**src/hw/rtl/fault_code_status_table_top_assert.svh**
```systemverilog
// Assertion macros for the fault code status table RTL.
`ifndef FAULT_CODE_STATUS_TABLE_TOP_ASSERT_SVH
`define FAULT_CODE_STATUS_TABLE_TOP_ASSERT_SVH

// Same-cycle implication check.
`define FCST_ASSERT_IMP(lbl, clk, rst_n, ante, cons) \
    lbl: assert property (@(posedge clk) disable iff (!(rst_n)) (ante) |-> (cons)) \
        else $error("fcst: same-cycle check failed");

// Next-cycle implication check.
`define FCST_ASSERT_NEXT(lbl, clk, rst_n, ante, cons) \
    lbl: assert property (@(posedge clk) disable iff (!(rst_n)) (ante) |=> (cons)) \
        else $error("fcst: next-cycle check failed");

`endif

```
**src/hw/rtl/fcst_ram.sv**
```systemverilog
// Generic single-write, single-read RAM with registered read data.
`default_nettype none
module fcst_ram #(
    parameter int WIDTH = 8,
    parameter int DEPTH = 32
) (
    input  wire logic                                   i_clk,
    input  wire logic                                   i_we,
    input  wire logic [((DEPTH > 1) ? $clog2(DEPTH) : 1)-1:0] i_waddr,
    input  wire logic [WIDTH-1:0]                       i_wdata,
    input  wire logic                                   i_re,
    input  wire logic [((DEPTH > 1) ? $clog2(DEPTH) : 1)-1:0] i_raddr,
    output logic      [WIDTH-1:0]                       o_rdata
);

    logic [WIDTH-1:0] r_mem [DEPTH];

    // Write port and registered read port
    always_ff @(posedge i_clk) begin
        if (i_we) begin
            r_mem[i_waddr] <= i_wdata;
        end
        if (i_re) begin
            o_rdata <= r_mem[i_raddr];
        end
    end

endmodule
`default_nettype wire

```
**config.mk**
```make
export PLATFORM = sky130hd
export DESIGN_NAME = fcst_ram
export DESIGN_NICKNAME = d
export VERILOG_FILES = /design/src/hw/rtl/fault_code_status_table_top_assert.svh /design/src/hw/rtl/fcst_ram.sv
export SDC_FILE = /design/constraint.sdc
export NUM_CORES = 1
export LEC_CHECK = 0
export ABC_AREA = 0
export BUFFER_PORTS_ARGS = -buffer_cell sky130_fd_sc_hd__buf_2
export CAP_MARGIN = 20
export CORE_AREA = 2 2 140 142
export CTS_CLUSTER_DIAMETER = 80
export DETAILED_ROUTE_END_ITERATION = 7
export DIE_AREA = 0 0 142 144
export PLACE_DENSITY = 0.75
export SYNTH_ARGS = -nofsm -noshare
export SYNTH_HDL_FRONTEND = slang
export SYNTH_SLANG_ARGS = --single-unit
```
**constraint.sdc**
```tcl
create_clock -name i_clk -period 2.9 [get_ports i_clk]
set_clock_uncertainty 0.05 [all_clocks]
set_input_delay 0.29 -clock i_clk [delete_from_list [all_inputs] [get_ports i_clk]]
set_output_delay 0.29 -clock i_clk [all_outputs]
set_load 0.02 [all_outputs]
```
Word-level counts from Yosys, hierarchy flattened
Memory sizes are Yosys's and may differ from the RTL's. A register that Yosys moved wholly into a read port is not among the register bits. Cells that the tools add are included.

Magnitude comparators: 0. Multiplexer cells: 2. Reductions and logical operators: 0. Equal/unequal tests: 0. Shift operators: 0. $add $sub $neg: 0. Div/mod/pow operators: 0. Multiply operators: 0. Bitwise logic cells: 0.

Operators with widths (count): $mux 1 (2).

Bits in registers: 0. Bits in read-only memories: 0. Memories: 1. Bits in writable memories: 256. Bits in latches: 0. Input bits: 21.

Memories: r_mem (words 32, width 8, rd ports 1, clocked after Yosys merged registers in 1, wr ports 1, RTL line fcst_ram.sv:16) `logic [WIDTH-1:0] r_mem [DEPTH];`.

Logic depth before layout (Yosys ltp)
Word-level depth: 2. Gate-level depth with buffers: 5. Gate-level depth less buffers: 3.

Worst setup path before layout
OpenSTA, ideal clock, no wires.

Path type: input to register. Start point: input port i_raddr[2] in the netlist's numbering. End point: register o_rdata[0], read port of r_mem (data pin). Library setup time: 0.260 ns. Stages: 5. Setup slack: 0.618 ns. Data arrival time: 1.972 ns. Path through: clkbuf_1 clkbuf_1 mux4_2 mux4_2 mux2_2.

RTL lines: start, declared (RTL line fcst_ram.sv:12) `input wire logic [((DEPTH > 1) ? $clog2(DEPTH) : 1)-1:0] i_raddr,`; end, declared (RTL line fcst_ram.sv:13) `output logic [WIDTH-1:0] o_rdata`.

==> run_results.csv <==
group,metric,value,unit
cts,holdBufCountCts,0,
cts,tritoncts,"yes",
synthesis,syn_nets,438,
cts,clkTransAtPathRegs,0.07,ns
synthesis,synth_edf_count,264,
die,io_pins,29,
synthesis,synth.most_common_cell,"edfxtp_1",
sta,finalWorstSetupSlack,0.868,ns
worst_setup_path,worstPathRequired,3.11,ns
sta,finalSetupTns,0,ns
power_and_ir_drop,p_sw_share,20.2,%
worst_setup_path,cpPeakStageDelay,0.56,ns
route,num_vias,4405,
global_routing,grt_pass1_wl,28.6,mm
placement,place_ws,0.344,ns
power_and_ir_drop,comb_power_share,5.2,%
route,dr.pass1.iters,4,
route,route.antenna.remaining_nets,0,
worst_setup_path,end_kind,"flop",
finish,n_antenna_cell,0,
worst_setup_path,cp_slowest_cell,"mux4_2",
worst_setup_path,worstPathArrival,2.25,ns
synthesis,synth_area,10100,um2
power_and_ir_drop,p_seq_share,55.9,%
route,via_per_inst,6.12,
global_routing,grt_pass1_vias,4522,
sta,max-slew-margin-rel,34.2,%
power_and_ir_drop,pwr_density_cell,675,nW/um2
sta,fmax,0.492,GHz
run,drv_cap,0,
sta,hold_viol,0,
power_and_ir_drop,fin_total_pwr,7.65,mW
die,fp-row-count,51,
placement,routabilityCongestion,0.775,
sta,tightest_slew,0.983,ns
status,status,"finished clean",
worst_hold_path,worstHoldPathType,"in2reg",
cts,cts.htree.levels,1,
die,die_y,144,um
global_routing,track_usage,19.5,%
synthesis,synth_area_leaders,"edfxtp_1, mux4_2, nor2_1",
die,fp.dieArea,20400,um2
finish,n_fill_cell,1271,
finish,drive_gt1_share,34.6,%
sta,fin_crit_sh,70.1,%
synthesis,yosys_warnings,0,
worst_setup_path,cp_max_fo,1,
synthesis,yosysUniqueCellTypes,14,
cts,post_cts_buffers,0,
synthesis,ys_seq_area_share,78.2,%
cts,insertion_delay,0.53,ns
finish,instances_no_fill,720,
route,drt_iter0_drc,465,
finish,nNetsFinal,485,
die,coreArea,19100,um2
worst_setup_path,crit_path_frequent_cell,"mux4_2",
synthesis,synth_common_cells,"edfxtp_1, mux4_2, nor2_1, mux2_2",
synthesis,synth_largest_area_cell,"edfxtp_1",
sta,period_minus_slack,2.03,ns
cts,cts_buffers,25,
power_and_ir_drop,leakagePower,3.54,nW
route,post_drt_wl_per_cell,26.3,um
sta,rsz0062_at_grt,"false",
placement,post-place-cells,675,
sta,drv_slew,0,
worst_setup_path,start_kind,"flop",
power_and_ir_drop,p_sw,1.55,mW
synthesis,async_flop_share,0,%
placement,port_buffers,28,
global_routing,grt_max_degree,65,
die,die_w,142,um
power_and_ir_drop,max-vdd-ir-drop,489,uV
worst_setup_path,crit_chain,"mux4_2 -> mux4_2 -> mux2_2",
synthesis,synthDominantCellAreaShare,78.2,%
sta,finalSetupViolations,0,
placement,hpwlAfterDp,11.8,mm
sta,whs,0.0718,ns
cts,cts.sink_count,264,
synthesis,synth_flop_cell,"edfxtp_1",
cts,ctsResizeCount,0,
route,wirelength,19.0,mm
synthesis,avgSynthCellArea,24.3,um2
finish,syn2layout_area_growth,11.9,%
cts,cts-root-buf,"clkbuf_16",
route,drc,0,
die,start_util,53.1,%
global_routing,antenna_found_initial,0,
worst_setup_path,path_class,"reg2reg",
power_and_ir_drop,clock_power_share,39.0,%
global_routing,overflow,0,
cts,clock_path_buffers,3,
synthesis,ys_ff_latch,264,
synthesis,synthCells,417,
power_and_ir_drop,p_int,6.10,mW
routing by layer:
metal | wire length (um) | vias up | track usage [%]
li1 | - | 1880 | -
met3 | 1290 | 27 | 3.97
met5 | 0 | - | 0
met2 | 9140 | 152 | 30.0
met4 | 487 | 0 | 6.89
met1 | 8030 | 2346 | 28.5
registers in the layout, indices dropped and copies added (netlist names):
name     cells
r_mem      256
o_rdata      8
metrics by stage:
stage	utilization (%)	area, um2
detailed placement	55.5	10600
CTS	59.4	11300
global route	59.4	11300
finish	59.4	11300
global placement	55.5	10600
floorplan	-	10100
cell usage in the layout, fill, tap and decap left out, types with 4 or more instances in the layout:
| master | n |
|---|---|
| clkinv_2 | 8 |
| clkbuf_16 | 25 |
| nor2_1 | 33 |
| clkbuf_1 | 5 |
| edfxtp_1 | 264 |
| mux4_2 | 80 |
| clkinv_1 | 4 |
| nand3b_1 | 5 |
| mux2_2 | 8 |
| buf_2 | 27 |
| buf_4 | 10 |
critical path: cells and delay by family (launching register included):
family,cells,cell delay [ns]
flops,1,0.36
mux,3,1.35
area by class of cell:
type                       instances  area [um2]  area share (%)
sequential                       264        7930            69.9
clock inverter                    15         101           0.894
tap                              238         298            2.63
clock buffer                      30         644            5.68
timing repair buffer              40         270            2.38
multi-input combinational        133        2100            18.5
worst paths after layout:
path,cells past startpoint,end,slack (ns),startpoint
min,1,o_rdata[6],0.07,i_re
min reg2reg,3,o_rdata[4],0.91,r_mem[15][4]
max reg2reg,3,o_rdata[2],0.87,r_mem[21][2]
max,3,o_rdata[2],0.87,r_mem[21][2]
power groups by stage:
stage	sequential [mW]	combinational, mW	clock (mW)
2_1_floorplan	4.36	0.226	0
3_3_place_gp	4.35	0.387	0
3_5_place_dp	4.36	0.400	0
4_1_cts	4.27	0.401	3.04
5_1_grt	4.28	0.424	3.17
6_report	4.27	0.396	2.98
cells by family after synthesis:
| group | after synthesis | share of synthesized area, % |
|---|---|---|
| muxes | 88 | 18.7 |
| buffers and inverters | 20 | 1.05 |
| and+or+nand+nor | 45 | 2.05 |
| DFF | 264 | 78.2 |
No activity file was read; power rests on OpenSTA's default activity.
